## src/hdl/assert_macros.svh

```systemverilog
// Assertion helpers used by the RTL.
`ifndef ASSERT_MACROS_SVH
`define ASSERT_MACROS_SVH

// Checked on every rising edge of clk, idle while rst_n is low.
`define ASSERT_CLK(label, prop, msg) \
  label: assert property (@(posedge clk) disable iff (!rst_n) prop) else $error(msg);

// Checked on every rising edge of clk, also during reset.
`define ASSERT_ALWAYS(label, prop, msg) \
  label: assert property (@(posedge clk) prop) else $error(msg);

`endif

```

## src/hdl/frv_pkg.sv

```systemverilog
package frv_pkg;

  localparam int DEPTH = 16;
  localparam int CNT_W = $clog2(DEPTH + 1);
  localparam int CODE_W = 32;

  localparam logic [1:0] CMD_PUSH   = 2'd0;
  localparam logic [1:0] CMD_POP    = 2'd1;
  localparam logic [1:0] CMD_REMOVE = 2'd2;

  localparam logic [1:0] ST_OK        = 2'd0;
  localparam logic [1:0] ST_EMPTY     = 2'd1;
  localparam logic [1:0] ST_NOT_FOUND = 2'd2;
  localparam logic [1:0] ST_FULL      = 2'd3;

  typedef struct packed {
    logic              op_push;
    logic              op_pop;
    logic              op_rem;
    logic [CODE_W-1:0] code;
  } frv_ctrl_t;

endpackage

```

## src/hdl/frv_cell.sv

```systemverilog
module frv_cell
  import frv_pkg::*;
(
  input  logic              clk,
  input  frv_ctrl_t         ctrl,
  input  logic              valid_i,
  input  logic              tail_i,
  input  logic              hit_i,
  output logic              hit_o,
  input  logic [CODE_W-1:0] nbr_data_i,
  output logic [CODE_W-1:0] data_o
);

  logic [CODE_W-1:0] data_r;
  logic [CODE_W-1:0] data_nxt;
  logic              match;

  assign match  = ctrl.op_rem && valid_i && (data_r == ctrl.code);
  assign hit_o  = hit_i || match;
  assign data_o = data_r;

  // push writes the free cell at the tail; pop or a removal at/before here shifts down
  always_comb begin
    data_nxt = data_r;
    priority if (ctrl.op_push && tail_i) begin
      data_nxt = ctrl.code;
    end else if (ctrl.op_pop || hit_o) begin
      data_nxt = nbr_data_i;
    end else begin
      data_nxt = data_r;
    end
  end

  always_ff @(posedge clk) begin
    data_r <= data_nxt;
  end

endmodule

```

## src/hdl/fifo_with_remove_by_value.sv

```systemverilog
// Bounded FIFO of 32-bit codes with push, pop-head and remove-by-value.
// Input channel in_*: one command beat per handshake, tdata carries the
// command and the code. Output channel out_*: exactly one result beat per
// command, with the popped or removed code, a status, the occupancy after
// the command and an empty flag.
// Storage is a row of DEPTH cells, head in cell 0. Every cell compares its
// code at once and a hit ripples toward the tail, so a removal closes the
// gap in the same cycle as the search.
// The result is registered when the command is accepted and appears in the next cycle.
// Throughput: one command per cycle while out_tready stays high.
// When the receiver stalls, the result is held in the output register and
// in_tready drops until it is taken; no command is lost.
// Reset (rst_n low, synchronous) empties the queue and clears out_tvalid;
// cell contents are not cleared and are never read before being written.
module fifo_with_remove_by_value
  import frv_pkg::*;
(
  input  logic        clk,
  input  logic        rst_n,
  input  logic        in_tvalid,
  output logic        in_tready,
  input  logic [39:0] in_tdata,   // [1:0] command, [33:2] code_in, [39:34] zero
  output logic        out_tvalid,
  input  logic        out_tready,
  output logic [39:0] out_tdata   // [31:0] code_out, [33:32] status,
                                  // [38:34] occupancy, [39] is_empty
);

`include "assert_macros.svh"

  logic              in_fire;
  logic [1:0]        cmd;
  logic [CODE_W-1:0] code_in;
  frv_ctrl_t         ctrl;

  logic [CNT_W-1:0]  count_r;
  logic [CNT_W-1:0]  count_nxt;
  logic              out_valid_r;
  logic [39:0]       out_data_r;

  logic              full;
  logic              empty;
  logic              found;
  logic [CODE_W-1:0] res_code;
  logic [1:0]        res_status;

  logic [CODE_W-1:0] cell_data [DEPTH];
  logic [DEPTH:0]    hit;

  assign in_tready  = !out_valid_r || out_tready;
  assign in_fire    = in_tvalid && in_tready;
  assign cmd        = in_tdata[1:0];
  assign code_in    = in_tdata[33:2];
  assign full       = (count_r == CNT_W'(DEPTH));
  assign empty      = (count_r == '0);

  assign ctrl.op_push = in_fire && (cmd == CMD_PUSH) && !full;
  assign ctrl.op_pop  = in_fire && (cmd == CMD_POP) && !empty;
  assign ctrl.op_rem  = in_fire && (cmd == CMD_REMOVE);
  assign ctrl.code    = code_in;

  assign hit[0] = 1'b0;

  for (genvar g = 0; g < DEPTH; g++) begin : g_cell
    logic [CODE_W-1:0] nbr;
    if (g == DEPTH - 1) begin : g_last
      assign nbr = '0;
    end else begin : g_mid
      assign nbr = cell_data[g+1];
    end
    frv_cell u_cell (
      .clk        (clk),
      .ctrl       (ctrl),
      .valid_i    (CNT_W'(g) < count_r),
      .tail_i     (CNT_W'(g) == count_r),
      .hit_i      (hit[g]),
      .hit_o      (hit[g+1]),
      .nbr_data_i (nbr),
      .data_o     (cell_data[g])
    );
  end

  assign found = hit[DEPTH];

  always_comb begin
    count_nxt  = count_r;
    res_code   = '0;
    res_status = ST_OK;
    unique case (cmd)
      CMD_PUSH: begin
        if (full) begin
          res_status = ST_FULL;
        end else begin
          count_nxt = count_r + CNT_W'(1);
        end
      end
      CMD_POP: begin
        if (empty) begin
          res_status = ST_EMPTY;
        end else begin
          res_code  = cell_data[0];
          count_nxt = count_r - CNT_W'(1);
        end
      end
      CMD_REMOVE: begin
        if (empty) begin
          res_status = ST_EMPTY;
        end else if (!found) begin
          res_status = ST_NOT_FOUND;
        end else begin
          res_code  = code_in;
          count_nxt = count_r - CNT_W'(1);
        end
      end
      default: begin
      end
    endcase
  end

  always_ff @(posedge clk) begin
    if (!rst_n) begin
      count_r     <= '0;
      out_valid_r <= 1'b0;
    end else begin
      if (in_fire) begin
        count_r     <= count_nxt;
        out_valid_r <= 1'b1;
      end else if (out_tready) begin
        out_valid_r <= 1'b0;
      end
    end
  end

  always_ff @(posedge clk) begin
    if (in_fire) begin
      out_data_r <= {(count_nxt == '0), 5'(count_nxt), res_status, res_code};
    end
  end

  assign out_tvalid = out_valid_r;
  assign out_tdata  = out_data_r;

  `ASSERT_CLK(a_count_bound, count_r <= CNT_W'(DEPTH), "occupancy above depth")

  `ASSERT_CLK(a_push_grows, ctrl.op_push |=> count_r == $past(count_r) + CNT_W'(1), "push lost")

  `ASSERT_CLK(a_stall_holds, out_valid_r && !out_tready |-> !in_tready, "accept during stall")

  `ASSERT_CLK(a_rem_shrinks, found |=> count_r == $past(count_r) - CNT_W'(1), "remove lost")

endmodule

```

## config.mk

```make
export PLATFORM = sky130hd
export DESIGN_NAME = fifo_with_remove_by_value
export DESIGN_NICKNAME = d
export VERILOG_FILES = /design/src/hdl/frv_pkg.sv /design/src/hdl/frv_cell.sv /design/src/hdl/fifo_with_remove_by_value.sv
export VERILOG_INCLUDE_DIRS = /design/src /design/src/hdl
export SDC_FILE = /design/constraint.sdc
export NUM_CORES = 2
export LEC_CHECK = 0
export ABC_AREA = 0
export CELL_PAD_IN_SITES_DETAIL_PLACEMENT = 1
export CELL_PAD_IN_SITES_GLOBAL_PLACEMENT = 2
export CORE_MARGIN = 10
export CORE_UTILIZATION = 47
export CTS_BUF_LIST = sky130_fd_sc_hd__clkbuf_16
export DETAILED_ROUTE_END_ITERATION = 16
export DONT_BUFFER_PORTS = 1
export GPL_TIMING_DRIVEN = 0
export PLACE_DENSITY = 0.89
export SLEW_MARGIN = 10
export SYNTH_ARGS = -nofsm -noshare
export SYNTH_HDL_FRONTEND = slang
export SYNTH_SLANG_ARGS = --single-unit
```

## constraint.sdc

```tcl
create_clock -name clk -period 6.08 [get_ports clk]
set_clock_uncertainty 0.15 [all_clocks]
set_input_delay 1.52 -clock clk [delete_from_list [all_inputs] [get_ports clk]]
set_output_delay 1.52 -clock clk [all_outputs]
set_load 0.02 [all_outputs]
```

Word level (Yosys, flattened, before mapping)
Index checks and enable logic that the tools add are counted.
{"block": "totals", "regBits": 558, "in_bits": 44, "output_inout_bits": 42, "elab_cells": 228}
{"block": "classes", "add_sub_neg": 2, "magnitude_cmp": 16, "eq_ne": 34, "mux": 48, "n_reduce_logical": 109}
{"operator": "$mux W32", "count": 35}
{"operator": "$eq A32 B32 Y1", "count": 16}
{"operator": "$pmux W32 S2", "count": 1}
{"operator": "$logic_and A1 B1 Y1", "count": 54}
{"operator": "$eq A4 B5 Y1 const A", "count": 8}
{"operator": "$lt A4 B5 Y1 const A", "count": 8}
{"operator": "$reduce_bool A2 Y1", "count": 17}
{"operator": "$logic_or A1 B1 Y1", "count": 32}
{"operator": "$eq A3 B5 Y1 const A", "count": 4}
{"operator": "$lt A3 B5 Y1 const A", "count": 4}
{"operator": "$mux W5", "count": 4}
{"operator": "$pmux W5 S3", "count": 1}
{"operator": "$eq A2 B5 Y1 const A", "count": 2}
{"operator": "$logic_not A5 Y1", "count": 2}
{"operator": "$lt A1 B5 Y1 const A", "count": 2}
{"operator": "$lt A2 B5 Y1 const A", "count": 2}
{"operator": "$mux W2", "count": 3}
{"operator": "$pmux W2 S3", "count": 1}
{"operator": "$add A5 B1 Y5 const B", "count": 1}
{"operator": "$eq A1 B5 Y1 const A", "count": 1}
{"operator": "$eq A5 B5 Y1 const B", "count": 1}
{"operator": "$sub A5 B1 Y5 const B", "count": 1}
{"operator": "$logic_not A1 Y1", "count": 3}
{"operator": "$mux W1", "count": 3}
{"operator": "3 further kinds", "count": 3}

Depth between registers and ports, before layout
{"block": "logic_depth", "depth_word": 25, "ltp_mapped": 14, "ltp_nobuf": 13}

Hierarchy
Synthesis repeated with hierarchy kept, for this count alone.
{"block": "unflattened", "hier_cells": 2101, "hier_area_um2": 30126.4}
{"module": "frv_cell", "instances": 16, "cells_per_inst": 115, "area_per_inst_um2": 1716.6, "seq_area_each_um2": 960.9}
{"module": "fifo_with_remove_by_value", "instances": 1, "cells_per_inst": 261, "area_per_inst_um2": 2660.1, "seq_area_each_um2": 1321.3}

Worst setup path after synthesis
Ideal clock, no wire load.
{"block": "synth_timing", "path_type": "input -> register", "startpoint": "in out_tready", "endpoint": "reg g_cell[1].u_cell.data_r[0], enable pin", "setup_ps": 466, "arrival_time_ps": 5271, "path_slack_ps": 193, "stages": 7, "path_buffers": 1, "path_cell_list": "nor2b_1 clkbuf_1 inv_1 nand2_1 clkinv_1 nand2_1 o21ai_0"}
{"block": "synth_via", "elab_chain_cells": 8, "word_cells_on_any_way": 15, "cone_classes": "reduce/logical (15)"}
{"item": "start: declaration", "line_no": "fifo_with_remove_by_value.sv:24", "text": "input logic out_tready,"}
{"item": "$logic_or A1 B1 Y1 (*)", "line_no": "fifo_with_remove_by_value.sv:50", "text": "assign in_tready = !out_valid_r || out_tready;"}
{"item": "named net in_tready", "line_no": "fifo_with_remove_by_value.sv:21", "text": "output logic in_tready,"}
{"item": "$logic_and A1 B1 Y1 (*)", "line_no": "fifo_with_remove_by_value.sv:51", "text": "assign in_fire = in_tvalid && in_tready;"}
{"item": "named net in_fire", "line_no": "fifo_with_remove_by_value.sv:31", "text": "logic in_fire;"}
{"item": "$logic_and A1 B1 Y1", "line_no": "fifo_with_remove_by_value.sv:59", "text": "assign ctrl.op_rem = in_fire && (cmd == CMD_REMOVE);"}
{"item": "$logic_and A1 B1 Y1 (2 in a row)", "line_no": "frv_cell.sv:18", "text": "assign match = ctrl.op_rem && valid_i && (data_r == ctrl.code);"}
{"item": "$logic_or A1 B1 Y1", "line_no": "frv_cell.sv:19", "text": "assign hit_o = hit_i || match;"}
{"item": "$logic_or A1 B1 Y1", "line_no": "frv_cell.sv:27", "text": "end else if (ctrl.op_pop || hit_o) begin"}
{"item": "$reduce_bool A2 Y1 (no line) (*)"}
{"item": "end signal: assignment", "line_no": "frv_cell.sv:35", "text": "data_r <= data_nxt;"}
{"item": "end: declaration", "line_no": "frv_cell.sv:14", "text": "logic [CODE_W-1:0] data_r;"}
Mark *: on every way through the listed nets, which the timed path passes. The rest lies on a longest branch.
A chain may end at the register's enable or synchronous reset.

Worst setup path in the final report
{"block": "layout_timing", "startpoint": "in in_tdata[0]", "endpoint": "reg g_cell[7].u_cell.data_r[19], enable pin"}
{"block": "layout_via", "elab_chain_cells": 13, "word_cells_on_any_way": 34, "cone_classes": "eq/ne (2); reduce/logical (32)"}
{"item": "start: declaration", "line_no": "fifo_with_remove_by_value.sv:22", "text": "input logic [39:0] in_tdata,"}
{"item": "$eq A2 B2 Y1", "line_no": "fifo_with_remove_by_value.sv:59"}
{"item": "$logic_and A1 B1 Y1", "line_no": "fifo_with_remove_by_value.sv:59"}
{"item": "$logic_and A1 B1 Y1 (2 in a row)", "line_no": "frv_cell.sv:18"}
{"item": "$logic_or A1 B1 Y1 (7 in a row)", "line_no": "frv_cell.sv:19"}
{"item": "$logic_or A1 B1 Y1", "line_no": "frv_cell.sv:27"}
{"item": "$reduce_bool A2 Y1 (no line) (*)"}
{"item": "end signal: assignment", "line_no": "frv_cell.sv:35"}
{"item": "end: declaration", "line_no": "frv_cell.sv:14"}
Every way passes the cells marked *; elsewhere a longest branch is shown, timed or not.

==> results.txt <==
The flow ran to the end, and the final reports show no timing, DRC or antenna violations. Per-cell via count in the routed design: 6.56. The capture instance of the worst register-to-register path was g_cell[12].u_cell.data_o[6]$_DFFE_PP_. The floorplan step defined a core boundary enclosing 65700 µm². The cell sitting at the root of the clock tree is a clkbuf_16. Synthesis produced 2239 cells.

The vertical die dimension came out at 278 µm. Share of total power consumed by net switching: 26.2%. The library cell used most frequently in the layout, excluding fill and tap cells, is edfxtp_1.

The run gives 0 as the max-slew violation count. The tightest min-delay check is of the reg2reg type. The total overflow left after global routing is 0.

Startpoint of the worst hold path: g_cell[15].u_cell.data_o[0]$_SDFFCE_PN0P_. For the total setup buffers inserted after CTS, the log shows 0. TritonCTS created 58 clock buffers. Synthesis produced a netlist with a net count of 2292.

The top fanout value on the critical path works out to 32. The number of global-route vias before repair is 21617, and the H-tree depth is 2. The latest clock arrival within the worst-skew pair was 0.66 ns. For this design the ratio of total power to cell area is 265 nW/µm².

For this configuration, the core starts out at a cell density of 47.4%. For this run, design rule violations remaining after detail routing come to 0. Of the total power, combinational logic draws 10.9%. The worst-case IR drop observed on VDD is 0.259 mV.

In this run, synthesis produced a sequential element count of 558. The total non-filler cell area in the finished layout was 34400 µm². The detailed-route wire length came out at 128 mm. The length in cells of the worst reg-to-reg path came out at 12. Global routing used 32.0% of the available tracks.

Static timing analysis puts the maximum clock frequency at 0.175 GHz. The internal power of the cells totals 6.73 mW. Data on the critical path arrives at its endpoint at 5.85 ns. The logs give 31200 µm² for the post-synthesis cell area and 48.7% for the sequential group share of total power.

The path type of the worst setup path was in2reg. Yosys mapped the design onto 73 distinct sky130hd cell types. The first global-routing pass estimated 174 mm of wire. Setup repair after global routing left no endpoint under its margin. The placed instances occupy a cell area of 32500 µm². The cell depth of the worst min-delay path was 1. The logs give 0.451 ns for the worst hold slack and 48 for the maximum number of pins on one net before global-route repair. The analysis attributes to net switching a power of 2.39 mW. In the layout the commonest cells are edfxtp_1, xor2_1, mux2_2. The congestion estimate from routability-driven global placement came to 0.997. The buffer depth of the longest clock path came out at 3. The final critical path takes up 94.2% of the cycle.

After legalization and detailed placement, the total HPWL measured 90.3 mm. The share of the Yosys chip area taken by registers is 53.5%. Yosys printed 0 warnings. The post-route netlist has 31.1% of its cells at a drive strength greater than 1. Compared with the post-synthesis result, the final layout area differs by 10.2%. The routed via count is 21118, and the final number of hold-violating endpoints is 0. The violation count after the first detailed-route iteration was 3192; the I/O pin count was 86. The tree built by TritonCTS fans out to 558 sinks. The clock network burns 40.5% of the power. Row generation in the floorplan step produced 94 rows. Among all flip-flop cells after synthesis, the most frequent one is edfxtp_1. The final setup violation count was 0.

Initial antenna violation count: 14. After detailed routing, the average wire length per cell comes to 39.7 µm. The worst-margin pin slew was 1.47 ns. STA classifies the critical path endpoint as a register. For the aggregate negative setup slack, the log shows 0 ns. TritonCTS built the clock tree. Buffers placed on the I/O ports in this run total 0. Once detail routing completed, the nets flagged for antenna violations numbered 0. The tools report the worst-case hold path end point as g_cell[14].u_cell.data_o[0]$_DFFE_PP_.

In this run the tightest slew margin relative to its limit is 1.80%. The logs give 0 for the count of max-cap constraint violations and 77100 µm² for the overall die area. For the final net count, the log shows 2363.

The number of flops mapped to enable cells by yosys came out at 552. Clock-pin slew was measured on the worst setup and hold paths at 0.06 ns. The setup check on the worst reg-to-reg path leaves a slack of 0.76 ns. The final critical delay including setup and external delays was 5.73 ns; the post-synthesis area per instance was 13.9 µm². The async set-reset flop share out of synthesis works out to 0%. The worst setup path is launched from an input port.

The horizontal die dimension was 278 µm; the number of detailed-route iterations in the first pass was 5. Start of the worst register-to-register path: count_r[0]$_SDFFE_PN0P_. Data on the critical path is required at its endpoint by 6.20 ns. In this run the static leakage power is 11.6 nW.
metrics by stage:
stage	setup slack, ns	std cells	util [%]	total power [mW]
6_report	0.354	3218	52.3	9.13
5_1_grt	0.338	3215	52.3	9.28
4_1_cts	0.0975	3214	52.3	9.07
3_5_place_dp	-0.775	3114	49.4	5.47
3_3_place_gp	-1.79	3103	49.1	5.44
2_1_floorplan	0.193	2239	-	5.03
synthesized netlist by cell type, types with 10 or more instances:
| cell type | count | share of area, % |
|---|---|---|
| nand2_1 | 39 | 0.47 |
| o21ai_0 | 16 | 0.26 |
| buf_4 | 25 | 0.60 |
| edfxtp_1 | 552 | 53 |
| clkbuf_1 | 66 | 0.79 |
| xnor2_1 | 45 | 1.3 |
| a22oi_1 | 34 | 0.82 |
| buf_8 | 17 | 0.82 |
| nand4_1 | 37 | 0.74 |
| buf_2 | 53 | 0.85 |
| mux2_2 | 464 | 17 |
| nor4_1 | 116 | 2.3 |
| nor2_1 | 24 | 0.29 |
| and2_1 | 35 | 0.70 |
| nand3_1 | 15 | 0.24 |
| nor3_1 | 13 | 0.21 |
| a21oi_1 | 10 | 0.16 |
| buf_6 | 37 | 1.3 |
| xor2_1 | 466 | 13 |
| inv_1 | 12 | 0.14 |
| nor2b_1 | 36 | 0.72 |
| mux2_1 | 16 | 0.58 |
power groups by stage:
stage | combinational [mW] | clock (mW) | sequential [mW]
after floorplan | 0.550 | 0 | 4.48
after global placement | 0.915 | 0 | 4.52
after detailed placement | 0.947 | 0 | 4.52
after CTS | 0.956 | 3.68 | 4.44
after global routing | 1.01 | 3.82 | 4.45
final | 0.993 | 3.69 | 4.44
how the worst max path moves through the flow:
stage,to,startpoint,slack [ns],depth (start not counted)
after floorplan,g_cell[1].u_cell.data_o[0]$_DFFE_PP_,out_tready,0.19,7
after global placement,g_cell[14].u_cell.data_o[19]$_DFFE_PP_,out_tready,-1.79,11
after detailed placement,g_cell[12].u_cell.data_o[19]$_DFFE_PP_,out_tready,-0.78,11
after CTS,g_cell[13].u_cell.data_o[16]$_DFFE_PP_,out_tready,0.1,11
after global routing,g_cell[7].u_cell.data_o[15]$_DFFE_PP_,in_tdata[0],0.34,12
final,g_cell[7].u_cell.data_o[19]$_DFFE_PP_,in_tdata[0],0.35,12
state kept, by name (all words and copies together) (netlist names):
name,count
out_tdata,40
out_tvalid,1
count_r,5
g_cell.u_cell.data_o,512
routing by layer:
| layer | track usage, % | share of wire [%] | vias up | wire (µm) |
|---|---|---|---|---|
| met3 | 7.28 | 11 | 401 | 13500 |
| met1 | 40.6 | 38 | 10874 | 48500 |
| met4 | 19.9 | 7.0 | 0 | 8960 |
| met5 | 0 | 0 | - | 0 |
| li1 | - | - | 8367 | - |
| met2 | 49.1 | 44 | 1476 | 56600 |
repair_timing:
action,4_1_cts,5_1_grt
hold endpoints to repair,0,0
endpoints found under the setup margin,32,32
gates cloned,0,0
hold buffers,0,0
gates resized for setup,1,2
final cells by class:
cell class / instances / area, µm²
inverter: 13 / 51.3
sequential: 558 / 16700
tap: 864 / 1080
buffer: 206 / 1530
multi-input combinational: 1462 / 12900
timing repair buffer: 11 / 175
clock inverter: 42 / 437
clock buffer: 58 / 1450
fill: 6410 / 31400
antenna: 4 / 10.0
worst max-delay path, stage by stage:
cell and delay, ns:
inv_1 0.06, ha_1 0.14, buf_2 0.20, nand2_1 0.20, nor2_1 1.01, nand2_1 0.14
nor3_1 0.80, and3b_1 0.39, and2_1 0.25, nor2b_1 0.16, nor2b_1 0.21, or3b_2 0.74
logic make-up after synthesis:
kind of cell	Yosys count	share of synthesized area [%]
flip-flops	558	53.5
buffers and inverters	219	5.07
XOR/XNOR	512	14.4
multiplexers	481	17.4
AND/OR/NAND/NOR	366	7.02
adder cells (fa/ha/maj)	9	0.361
AO/OA/AOI/OAI	94	2.26
Power figures use the tool's default switching activity.
